$ cat config.mk
export PLATFORM = sky130hd
export DESIGN_NAME = per_core_busy_ratio_meter_top
export DESIGN_NICKNAME = d
export VERILOG_FILES = /design/src/sv/pcbrm_pkg.sv /design/src/sv/pcbrm_store.sv /design/src/sv/pcbrm_div.sv /design/src/sv/per_core_busy_ratio_meter_top.sv
export SDC_FILE = /design/constraint.sdc
export NUM_CORES = 2
export LEC_CHECK = 0
export ABC_AREA = 1
export BUFFER_PORTS_ARGS = -buffer_cell sky130_fd_sc_hd__buf_2
export CAP_MARGIN = 0
export CORE_MARGIN = 3
export CORE_UTILIZATION = 30
export DETAILED_ROUTE_END_ITERATION = 7
export PLACE_DENSITY = 0.54
export REMOVE_ABC_BUFFERS = 1
export SLEW_MARGIN = 10
export SYNTH_ARGS = -nofsm -noshare
export SYNTH_HDL_FRONTEND = slang
export SYNTH_SLANG_ARGS = --single-unit
$ cat constraint.sdc
create_clock -name clk_i -period 15.3 [get_ports clk_i]
set_input_delay 3.06 -clock clk_i [delete_from_list [all_inputs] [get_ports clk_i]]
set_output_delay 3.06 -clock clk_i [all_outputs]
set_load 0.02 [all_outputs]
$ cat src/sv/pcbrm_pkg.sv
package pcbrm_pkg;

  // field widths
  localparam int unsigned CoreW  = 4;
  localparam int unsigned TickW  = 64;
  localparam int unsigned RatioW = 14;
  localparam int unsigned HalfW  = TickW / 2;

  // full product busy * scale and one partial product of a half word
  localparam int unsigned ProdW = TickW + RatioW;
  localparam int unsigned PartW = HalfW + RatioW;

  // stream payload widths, padded to whole bytes
  localparam int unsigned InDataW  = ((CoreW + 2 * TickW + 7) / 8) * 8;
  localparam int unsigned OutDataW = ((CoreW + RatioW + 7) / 8) * 8;

  // one step of the ratio is a hundredth of a percent
  localparam logic [RatioW-1:0] Scale = RatioW'(10000);

  // stored counter pair of one core
  typedef struct packed {
    logic [TickW-1:0] idle;
    logic [TickW-1:0] total;
  } counters_t;

endpackage

$ cat src/sv/pcbrm_store.sv
module pcbrm_store #(
  parameter int unsigned Depth = 16,
  parameter int unsigned AddrW = 4
) (
  input  logic                  clk_i,
  input  logic                  rst_ni,
  input  logic                  rd_en_i,
  input  logic [AddrW-1:0]      rd_addr_i,
  output pcbrm_pkg::counters_t  rd_data_o,
  input  logic                  wr_en_i,
  input  logic [AddrW-1:0]      wr_addr_i,
  input  pcbrm_pkg::counters_t  wr_data_i
);
  import pcbrm_pkg::*;

  counters_t        mem_q [Depth];
  counters_t        rd_q;
  logic [Depth-1:0] vld_q;
  logic             rd_vld_q;

  // counter memory, one write and one registered read port
  always_ff @(posedge clk_i) begin
    if (wr_en_i) begin
      mem_q[wr_addr_i] <= wr_data_i;
    end
    if (rd_en_i) begin
      rd_q <= mem_q[rd_addr_i];
    end
  end

  // written flags, cleared at once by reset
  always_ff @(posedge clk_i or negedge rst_ni) begin
    if (!rst_ni) begin
      vld_q    <= '0;
      rd_vld_q <= 1'b0;
    end else begin
      if (wr_en_i) begin
        vld_q[wr_addr_i] <= 1'b1;
      end
      if (rd_en_i) begin
        rd_vld_q <= vld_q[rd_addr_i];
      end
    end
  end

  // an entry never written reads as zero
  assign rd_data_o = rd_vld_q ? rd_q : '0;

endmodule

$ cat src/sv/pcbrm_div.sv
module pcbrm_div (
  input  logic                           clk_i,
  input  logic                           rst_ni,
  input  logic                           start_i,
  input  logic [pcbrm_pkg::TickW-1:0]    busy_i,
  input  logic [pcbrm_pkg::TickW-1:0]    dt_i,
  output logic                           done_o,
  output logic [pcbrm_pkg::RatioW-1:0]   quot_o
);
  import pcbrm_pkg::*;

  localparam int unsigned CntW = $clog2(RatioW);

  typedef enum logic [4:0] {
    DV_IDLE   = 5'b00001,
    DV_MUL_LO = 5'b00010,
    DV_MUL_HI = 5'b00100,
    DV_SUM    = 5'b01000,
    DV_STEP   = 5'b10000
  } dv_state_e;

  dv_state_e         state_q, state_d;
  logic [CntW-1:0]   cnt_q, cnt_d;
  logic              done_q, done_d;
  logic [TickW-1:0]  busy_q, dt_q, rem_q;
  logic [PartW-1:0]  lo_q, hi_q;
  logic [RatioW-1:0] num_q;

  logic [HalfW-1:0]  mul_a;
  logic [PartW-1:0]  mul_p;
  logic [ProdW-1:0]  prod;
  logic [TickW:0]    shifted;
  logic [TickW:0]    diff;
  logic              ge;

  // one shared 32 x 14 multiplier for both half words
  assign mul_a = (state_q == DV_MUL_LO) ? busy_q[HalfW-1:0] : busy_q[TickW-1:HalfW];
  assign mul_p = PartW'(mul_a) * PartW'(Scale);

  // join the partial products
  assign prod = (ProdW'(hi_q) << HalfW) + ProdW'(lo_q);

  // restoring step, the remainder stays below the divisor
  assign shifted = {rem_q, num_q[RatioW-1]};
  assign diff    = shifted - {1'b0, dt_q};
  assign ge      = (shifted >= {1'b0, dt_q});

  // sequencer
  always_comb begin
    state_d = state_q;
    cnt_d   = cnt_q;
    done_d  = 1'b0;
    unique case (state_q)
      DV_IDLE: begin
        if (start_i) begin
          state_d = DV_MUL_LO;
        end
      end
      DV_MUL_LO: state_d = DV_MUL_HI;
      DV_MUL_HI: state_d = DV_SUM;
      DV_SUM: begin
        cnt_d   = CntW'(RatioW - 1);
        state_d = DV_STEP;
      end
      DV_STEP: begin
        cnt_d = cnt_q - CntW'(1);
        if (cnt_q == '0) begin
          done_d  = 1'b1;
          state_d = DV_IDLE;
        end
      end
      default: state_d = DV_IDLE;
    endcase
  end

  always_ff @(posedge clk_i or negedge rst_ni) begin
    if (!rst_ni) begin
      state_q <= DV_IDLE;
      cnt_q   <= '0;
      done_q  <= 1'b0;
    end else begin
      state_q <= state_d;
      cnt_q   <= cnt_d;
      done_q  <= done_d;
    end
  end

  // datapath registers
  always_ff @(posedge clk_i) begin
    if ((state_q == DV_IDLE) && start_i) begin
      busy_q <= busy_i;
      dt_q   <= dt_i;
    end
    if (state_q == DV_MUL_LO) begin
      lo_q <= mul_p;
    end
    if (state_q == DV_MUL_HI) begin
      hi_q <= mul_p;
    end
    if (state_q == DV_SUM) begin
      rem_q <= prod[ProdW-1:RatioW];
      num_q <= prod[RatioW-1:0];
    end
    if (state_q == DV_STEP) begin
      rem_q <= ge ? diff[TickW-1:0] : shifted[TickW-1:0];
      num_q <= {num_q[RatioW-2:0], ge};
    end
  end

  assign done_o = done_q;
  assign quot_o = num_q;

endmodule

$ cat src/sv/per_core_busy_ratio_meter_top.sv
// Per-core busy ratio meter. Each request carries a core index with that core's cumulative
// total and idle tick counters; the block answers with the busy share since the previous
// sample of the same core, in hundredths of a percent, truncated, and a flag that is low
// when the total counter did not advance (or the core index is not below CORES). A delta
// whose counter went backwards counts as zero. The previous counters live in a small
// memory with a registered read port; reset clears it at once through per-entry written
// flags, so there is no clearing pass. Samples are handled one at a time: a request is taken
// only after the previous one has passed the delta and busy steps, the shared 32 x 14
// multiplier and the 14-step restoring divider when a ratio is formed, and has been loaded
// into the output register, which waits while the output is stalled. A finished result
// waits in the output register while the next request is taken.
module per_core_busy_ratio_meter_top #(
  parameter int unsigned CORES = 16
) (
  input  logic                              clk_i,
  input  logic                              rst_ni,
  input  logic                              s_axis_tvalid_i,
  output logic                              s_axis_tready_o,
  // core_index [3:0], total_ticks [67:4], idle_ticks [131:68], zero pad
  input  logic [pcbrm_pkg::InDataW-1:0]     s_axis_tdata_i,
  output logic                              m_axis_tvalid_o,
  input  logic                              m_axis_tready_i,
  // core_number [3:0], busy_centipercent [17:4], zero pad
  output logic [pcbrm_pkg::OutDataW-1:0]    m_axis_tdata_o,
  // ratio_valid [0]
  output logic                              m_axis_tuser_o
);
  import pcbrm_pkg::*;

  localparam int unsigned AddrW = (CORES > 1) ? $clog2(CORES) : 1;

  typedef enum logic [4:0] {
    ST_IDLE  = 5'b00001,
    ST_DELTA = 5'b00010,
    ST_BUSY  = 5'b00100,
    ST_DIV   = 5'b01000,
    ST_DONE  = 5'b10000
  } state_e;

  state_e            state_q, state_d;
  logic              m_valid_q, m_valid_d;
  logic              load_out;

  logic [CoreW-1:0]  in_core;
  counters_t         in_cnt;
  logic              in_range;
  logic              accept;

  logic [CoreW-1:0]  core_q;
  counters_t         cur_q;
  logic              in_range_q;
  logic [TickW-1:0]  dt_q, di_q;
  logic              ratio_valid_q;
  logic [RatioW-1:0] util_q;
  logic [OutDataW-1:0] m_data_q;
  logic              m_user_q;

  counters_t         prev;
  logic [TickW-1:0]  dt_d, di_d, busy;
  logic              ratio_ok;
  logic              div_start, div_done;
  logic [RatioW-1:0] div_quot;

  // request fields
  assign in_core      = s_axis_tdata_i[CoreW-1:0];
  assign in_cnt.total = s_axis_tdata_i[CoreW +: TickW];
  assign in_cnt.idle  = s_axis_tdata_i[CoreW + TickW +: TickW];
  assign in_range     = (32'(in_core) < CORES);

  assign s_axis_tready_o = (state_q == ST_IDLE);
  assign accept          = s_axis_tvalid_i && s_axis_tready_o;

  // previous counters
  pcbrm_store #(
    .Depth (CORES),
    .AddrW (AddrW)
  ) u_store (
    .clk_i     (clk_i),
    .rst_ni    (rst_ni),
    .rd_en_i   (accept && in_range),
    .rd_addr_i (AddrW'(in_core)),
    .rd_data_o (prev),
    .wr_en_i   ((state_q == ST_DELTA) && in_range_q),
    .wr_addr_i (AddrW'(core_q)),
    .wr_data_i (cur_q)
  );

  // deltas, a counter that went backwards gives zero
  assign dt_d = (cur_q.total >= prev.total) ? (cur_q.total - prev.total) : '0;
  assign di_d = (cur_q.idle >= prev.idle) ? (cur_q.idle - prev.idle) : '0;

  // busy time floored at zero
  assign busy     = (dt_q > di_q) ? (dt_q - di_q) : '0;
  assign ratio_ok = in_range_q && (dt_q != '0);

  assign div_start = (state_q == ST_BUSY) && ratio_ok;

  pcbrm_div u_div (
    .clk_i   (clk_i),
    .rst_ni  (rst_ni),
    .start_i (div_start),
    .busy_i  (busy),
    .dt_i    (dt_q),
    .done_o  (div_done),
    .quot_o  (div_quot)
  );

  // output register may take the result when empty or being drained
  assign load_out = (state_q == ST_DONE) && (!m_valid_q || m_axis_tready_i);

  // control sequencer
  always_comb begin
    state_d   = state_q;
    m_valid_d = m_valid_q;
    if (m_valid_q && m_axis_tready_i) begin
      m_valid_d = 1'b0;
    end
    unique case (state_q)
      ST_IDLE: begin
        if (accept) begin
          state_d = ST_DELTA;
        end
      end
      ST_DELTA: state_d = ST_BUSY;
      ST_BUSY:  state_d = ratio_ok ? ST_DIV : ST_DONE;
      ST_DIV: begin
        if (div_done) begin
          state_d = ST_DONE;
        end
      end
      ST_DONE: begin
        if (load_out) begin
          m_valid_d = 1'b1;
          state_d   = ST_IDLE;
        end
      end
      default: state_d = ST_IDLE;
    endcase
  end

  always_ff @(posedge clk_i or negedge rst_ni) begin
    if (!rst_ni) begin
      state_q   <= ST_IDLE;
      m_valid_q <= 1'b0;
    end else begin
      state_q   <= state_d;
      m_valid_q <= m_valid_d;
    end
  end

  // payload registers
  always_ff @(posedge clk_i) begin
    if (accept) begin
      core_q     <= in_core;
      cur_q      <= in_cnt;
      in_range_q <= in_range;
    end
    if (state_q == ST_DELTA) begin
      dt_q <= dt_d;
      di_q <= di_d;
    end
    if (state_q == ST_BUSY) begin
      ratio_valid_q <= ratio_ok;
      util_q        <= '0;
    end
    if ((state_q == ST_DIV) && div_done) begin
      util_q <= div_quot;
    end
    if (load_out) begin
      m_data_q <= OutDataW'({util_q, core_q});
      m_user_q <= ratio_valid_q;
    end
  end

  assign m_axis_tvalid_o = m_valid_q;
  assign m_axis_tdata_o  = m_data_q;
  assign m_axis_tuser_o  = m_user_q;

endmodule

After elaboration in Yosys (flattened, before gate mapping)
Memories as Yosys holds them, arrays and structs flattened. A register that Yosys moved wholly into a read port is not among the register bits.
Index checks and enable logic that the tools add are counted.

word-level totals
  register bits after elaboration = 617
  bits in latches = 0
  memory bits (writable) = 2048
  bits in read-only memories = 0
  output and inout bits = 27
  logic and storage cells = 97
  memories = 1

operators by class
  $add $sub $neg = 6
  $mul = 1
  divide/modulo/power cells = 0
  $lt $le $gt $ge = 7
  eq/ne operators = 15
  shifts and indexed selects = 0
  mux-type cells = 29
  bitwise operators = 1
  reduce and logical (&&, ||, !) cells = 15

memory list
  name           words  bits a word  rd ports  clocked after Yosys merged registers in  write ports  RTL line           RTL
  u_store.mem_q  16     128          1         1                                        1            pcbrm_store.sv:16  counters_t mem_q [Depth];

operator list
  kind                    count
  $sub 64x64->64          4
  $mux 64                 3
  $ge 64x64->1            2
  $mux 128                1
  $add 78x46->78          1
  $ge 65x64->1            1
  $gt 64x64->1            1
  $reduce_bool 64->1      1
  $mux 14                 4
  $pmux 5 s5              2
  $mul 32x10->42 const B  1
  $mux 32                 1
  $mux 5                  6
  $or 16x16->16           1
  $eq 5x1->1 const B      2
  $eq 5x2->1 const B      2
  $eq 5x3->1 const B      2
  $eq 5x4->1 const B      2
  $eq 5x5->1 const B      2
  $lt 4x5->1 const B      2
  $mux 1                  9
  $ne 2x1->1 const B      4
  $pmux 4 s2              1
  $logic_and 1x1->1       7
  11 further kinds        12

Logic depth before layout (Yosys ltp)
  word-level depth = 5
  gate-level depth with buffers = 30
  gate-level depth less buffers = 30

Hierarchy
From an unflattened synthesis, not the netlist that was laid out.

second synthesis, totals
  cell total of the unflattened synthesis = 14780
  area, all modules = 141197.9 um^2

by module, submodules not included
  module                         instances  cells each  area an instance (um^2)  seq. area each (um^2)
  pcbrm_store                    1          6725        86706.9                  65768.1
  per_core_busy_ratio_meter_top  1          4667        29415.7                  8979.9
  pcbrm_div                      1          3388        25075.3                  8959.8

Least setup slack after synthesis
OpenSTA, ideal clock, no wires.

  path type = input-to-reg
  start point = input m_axis_tready_i
  end point = register u_store.rd_vld_q
  arrival time = 14.968 ns
  data required time = 15.155 ns
  setup slack = 0.187 ns
  stages on the path = 8
  path buffers = 0
  cells stage by stage = nor2_1 inv_1 nor2_1 inv_1 o211ai_1 nor2_1 nand3_1 o21a_1

RTL lines
  element                 RTL line                             RTL
  start: declaration      per_core_busy_ratio_meter_top.sv:22  input logic m_axis_tready_i,
  end signal: assignment  pcbrm_store.sv:41                    rd_vld_q <= vld_q[rd_addr_i];
  end: declaration        pcbrm_store.sv:19                    logic rd_vld_q;

Final worst setup path
  start point = register u_div.state_q[3]
  end point = register u_div.lo_q[45], data pin

on the way
  cells in the longest elaborated chain, start to end = 3

ends and longest elaborated chain
  element                   RTL line         RTL
  start: declaration        pcbrm_div.sv:22  dv_state_e state_q, state_d;
  start signal: assignment  pcbrm_div.sv:82  state_q <= state_d;
  $eq 5x2->1                pcbrm_div.sv:37  assign mul_a = (state_q == DV_MUL_LO) ? busy_q[HalfW-1:0] : busy_q[TickW-1:HalfW];
  $mux 32                   pcbrm_div.sv:37
  $mul 32x10->42            pcbrm_div.sv:38  assign mul_p = PartW'(mul_a) * PartW'(Scale);
  via u_div.mul_p[45]       pcbrm_div.sv:30  logic [PartW-1:0] mul_p;
  end signal: assignment    pcbrm_div.sv:95  lo_q <= mul_p;
  end: declaration          pcbrm_div.sv:26  logic [PartW-1:0] lo_q, hi_q;

The timed path passes the listed nets, and every way through them passes these cells.
A chain may end at the register's enable or synchronous reset.

==> flow_summary.html <==
<table>
<tr><th>Metric</th><th>Value</th></tr>
<tr><th colspan="2">Run status</th></tr>
<tr><td>Result of the run</td><td>finished clean</td></tr>
<tr><th colspan="2">STA</th></tr>
<tr><td>Period minus WS final</td><td>6529 ps</td></tr>
<tr><td>Highest clock rate</td><td>153.2 MHz</td></tr>
<tr><td>Final Max Tran Viols</td><td>0</td></tr>
<tr><td>Final setup violation count</td><td>0</td></tr>
<tr><td>Final-layout worst hold slack</td><td>417.7 ps</td></tr>
<tr><td>Final-report hold violation count</td><td>0</td></tr>
<tr><td>Max transition margin</td><td>19.13%</td></tr>
<tr><td>Worst clock skew</td><td>36.19 ps</td></tr>
<tr><td>Transition time of the tightest slew-check pin</td><td>1200 ps</td></tr>
<tr><td>Post-route fraction of the period consumed by the critical path</td><td>42.67%</td></tr>
<tr><td>Setup repair after global routing missed its margin</td><td>false</td></tr>
<tr><th colspan="2">Clock tree</th></tr>
<tr><td>Clock tree from TritonCTS</td><td>built</td></tr>
<tr><td>PostCTS Resize Cnt</td><td>0</td></tr>
<tr><td>Root buffer cell</td><td>clkbuf_16</td></tr>
<tr><td>Post-CTS setup buffer count</td><td>0</td></tr>
<tr><td>Clock transition at the registers of the reported paths</td><td>70 ps</td></tr>
<tr><td>Clk_lat worst skew</td><td>910 ps</td></tr>
<tr><td>Total CTS buffers</td><td>296</td></tr>
<tr><td>H-Tree Depth</td><td>5</td></tr>
<tr><td>Clk sink count</td><td>2793</td></tr>
<tr><td>Number of buffers inserted by hold repair at cts</td><td>0</td></tr>
<tr><td>Number of buffers on the longest clock path</td><td>4</td></tr>
<tr><th colspan="2">Die</th></tr>
<tr><td>Initial Utilization</td><td>30.16%</td></tr>
<tr><td>Count of boundary I/O pins</td><td>167</td></tr>
<tr><td>Core Area</td><td>445700 sq um</td></tr>
<tr><td>Horizontal die dimension</td><td>675.4 microns</td></tr>
<tr><td>Die Outline Area</td><td>456200 sq um</td></tr>
<tr><td>Num rows</td><td>245</td></tr>
<tr><td>Die Height</td><td>675.4 microns</td></tr>
<tr><th colspan="2">Finish</th></tr>
<tr><td>Synth-to-layout area growth</td><td>12.50%</td></tr>
<tr><td>Area of all placed cells without fillers</td><td>151200 sq um</td></tr>
<tr><td>Layout cell share with drive strength beyond 1</td><td>7.117%</td></tr>
<tr><td>Final net count</td><td>13.59k</td></tr>
<tr><td>Post-layout utilization of the core</td><td>33.93%</td></tr>
<tr><td>Final Non-Filler Cells</td><td>19.16k</td></tr>
<tr><th colspan="2">GRT</th></tr>
<tr><td>Global-route usage over all layers</td><td>18.45%</td></tr>
<tr><td>Maximum number of pins on one net before global-route repair</td><td>175</td></tr>
<tr><td>Gr ovfl total</td><td>0</td></tr>
<tr><td>Antenna violations before repair</td><td>33</td></tr>
<tr><td>Via count of the first global-routing pass</td><td>90.88k</td></tr>
<tr><td>Global-route wire length before repair</td><td>626.8 mm</td></tr>
<tr><th colspan="2">Critical path</th></tr>
<tr><td>Startpoint of the most critical register-to-register path</td><td>u_div.state_q[3]$_DFFE_PN0P_</td></tr>
<tr><td>Nature of the critical path startpoint</td><td>flop</td></tr>
<tr><td>Arrival time reported for the critical path endpoint</td><td>7170 ps</td></tr>
<tr><td>Endpoint kind of the worst setup timing path</td><td>flop</td></tr>
<tr><td>Crit Path Max Fanout</td><td>44</td></tr>
<tr><td>Reg2reg path depth</td><td>21</td></tr>
<tr><td>Start point of the critical path</td><td>u_div.state_q[3]$_DFFE_PN0P_</td></tr>
<tr><td>Required time of the critical path</td><td>15940 ps</td></tr>
<tr><td>Category of the critical setup timing path</td><td>reg2reg</td></tr>
<tr><th colspan="2">Place</th></tr>
<tr><td>Post-place instance area</td><td>141900 sq um</td></tr>
<tr><td>Cell count after placement</td><td>18.62k</td></tr>
<tr><td>Routability cong.</td><td>0.9702</td></tr>
<tr><td>Count of port buffers added during placement</td><td>156</td></tr>
<tr><td>Post-detail-place hpwl</td><td>285.3 mm</td></tr>
<tr><th colspan="2">Power</th></tr>
<tr><td>Leakage power summed over all cells</td><td>55.75 nW</td></tr>
<tr><td>Power consumption</td><td>30.08 mW</td></tr>
<tr><td>P per Cell Area</td><td>198.9 nW/um^2</td></tr>
<tr><td>Worst vdd ir</td><td>0.0002019 V</td></tr>
<tr><th colspan="2">Synthesis</th></tr>
<tr><td>Share of synthesized area occupied by flip-flops and latches</td><td>62.27%</td></tr>
<tr><td>Synth top cells by count</td><td>2760 x edfxtp_1, 2139 x nand2_1, 1899 x nor2_1</td></tr>
<tr><td>EDFF count, synth</td><td>2760</td></tr>
<tr><td>Most frequently used cell type in the post-synthesis netlist</td><td>edfxtp_1</td></tr>
<tr><td>Warnings, synthesis</td><td>0</td></tr>
<tr><td>Flip-flop and latch count after synthesis</td><td>2793</td></tr>
<tr><td>Share of flip-flops with an asynchronous set or reset after synthesis</td><td>1.182%</td></tr>
<tr><td>Dominant synthesized flop cell</td><td>edfxtp_1</td></tr>
<tr><td>Number of cells produced by synthesis</td><td>12.90k</td></tr>
<tr><td>Post-synthesis cell area</td><td>134400 sq um</td></tr>
<tr><td>Share of the synthesized area in the top cell type</td><td>61.65%</td></tr>
<tr><td>Cells taking the most area after synthesis</td><td>edfxtp_1 62%, nand2_1 6.0%, o21ai_0 5.3%</td></tr>
<tr><td>Count of different cell masters after synthesis</td><td>62</td></tr>
<tr><td>Mean instance size in the synthesized netlist</td><td>10.42 sq um</td></tr>
<tr><td>Post-synthesis cell type with the largest combined area</td><td>edfxtp_1</td></tr>
<tr><th colspan="2">Worst hold path</th></tr>
<tr><td>Hold path depth</td><td>0</td></tr>
<tr><td>Origin of the worst min-delay path</td><td>util_q[0]$_SDFFCE_PN0P_</td></tr>
<tr><td>Kind of path behind the tightest hold check</td><td>reg2reg</td></tr>
<tr><th colspan="2">Run</th></tr>
<tr><td>Max-capacitance violation count</td><td>0</td></tr>
<tr><th colspan="2">Route</th></tr>
<tr><td>Count of vias placed by the detailed router</td><td>96.16k</td></tr>
<tr><td>Final routed wirelength across all metal layers</td><td>434.2 mm</td></tr>
<tr><td>DRT Pass-1 Iters</td><td>6</td></tr>
<tr><td>Residual DRC count</td><td>0</td></tr>
<tr><td>Count of antenna-violating nets left after detailed routing</td><td>0</td></tr>
<tr><td>Vias per inst</td><td>5.018</td></tr>
<tr><td>Number of design-rule violations left by the first detailed-router iteration</td><td>8565</td></tr>
<tr><td>Drt wl/cell</td><td>22.66 microns</td></tr>
</table>
state kept, by name, indices dropped and copies added (netlist names), 4 cells and up:
register        cells
core_q              4
u_store.mem_q    2048
m_axis_tdata_o     18
u_div.state_q       5
u_store.vld_q      16
cur_q             128
u_div.dt_q         64
di_q               64
u_store.rd_q      128
u_div.quot_o       14
u_div.rem_q        64
state_q             5
u_div.hi_q         42
dt_q               64
u_div.lo_q         42
u_div.busy_q       64
u_div.cnt_q         4
util_q             14
worst max-delay path, stage by stage, from the launching register on:
cell and delay, ps:
dfrtp_1 420, nor2_1 170, nand4_2 140, buf_4 310
o21ai_0 1000, inv_1 430, fa_1 550, ha_1 300
fa_1 440, ha_1 280, inv_1 50, fa_1 500
inv_1 50, ha_1 320, nand2_1 120, inv_1 60
a21boi_0 240, o21ai_0 140, a21oi_1 260, a21boi_0 190
o21bai_1 160, nand2_1 80
power by group:
| part | switching, mW | leakage, nW | internal [mW] |
|---|---|---|---|
| combinational | 8.31 | 25.7 | 3.20 |
| sequential | 1.09 | 25.4 | 10.5 |
| clock | 3.02 | 4.55 | 3.96 |
| total | 12.4 | 55.7 | 17.7 |
cell families (layout without fill, tap and decap cells):
family,count (synthesis),after routing,synth area share [%]
AO/OA/AOI/OAI,2708,2708,11.57
XOR/XNOR,200,200,1.303
adder cells (fa/ha/maj),454,454,4.546
buffers and inverters,1970,2291,5.745
flip-flops,2793,2793,62.27
multiplexers,19,19,0.1415
other,1,18,0.002790
AND/OR/NAND/NOR,4750,4750,14.43
metal layers:
metal / GRT usage (%) / vias up / routed length [microns]
met5: 0.1473 / - / 248
met4: 5.651 / 24 / 13740
met3: 2.213 / 606 / 24590
met2: 31.08 / 2932 / 207700
met1: 24.79 / 47621 / 188000
li1: - / 44975 / -
final timing paths:
kind,slack (ps),to
setup / recovery,8770,u_div.lo_q[45]$_DFFE_PP_
hold / removal,420,m_axis_tdata_o[4]$_DFFE_PP_
setup reg to reg,8770,u_div.lo_q[45]$_DFFE_PP_
hold reg to reg,420,m_axis_tdata_o[4]$_DFFE_PP_
max in group asynchronous,12430,u_store.rd_vld_q$_DFFE_PN0P_
min in group asynchronous,2260,u_store.vld_q[14]$_DFFE_PN0P_
stage by stage:
step,TNS (ps),worst slack (ps)
after floorplan,-387310,-3091
after global placement,0,8126
after detailed placement,0,8177
after CTS,0,8694
after global routing,0,8317
final,0,8771
layout by cell type (no fill, tap or decap), types with 65 or more instances in the layout:
cell type / count
a21oi_1: 405
buf_2: 152
buf_4: 130
clkbuf_16: 306
edfxtp_1: 2760
ha_1: 394
inv_1: 1436
nand2_1: 2138
nand3_1: 372
nor2_1: 1880
nor3_1: 65
o211ai_1: 94
o21ai_0: 1427
o221ai_1: 204
o22ai_1: 344
xor2_1: 148
final cells by class:
class / instances / area, sq um
clock inverter: 164 / 1354
fill: 45370 / 294500
inverter: 1463 / 5522
multi-input combinational: 8137 / 43180
antenna: 12 / 30.03
timing repair buffer: 302 / 2116
tap: 5928 / 7417
clock buffer: 362 / 7908
sequential: 2793 / 83710
No activity file was read; power rests on OpenSTA's default activity.
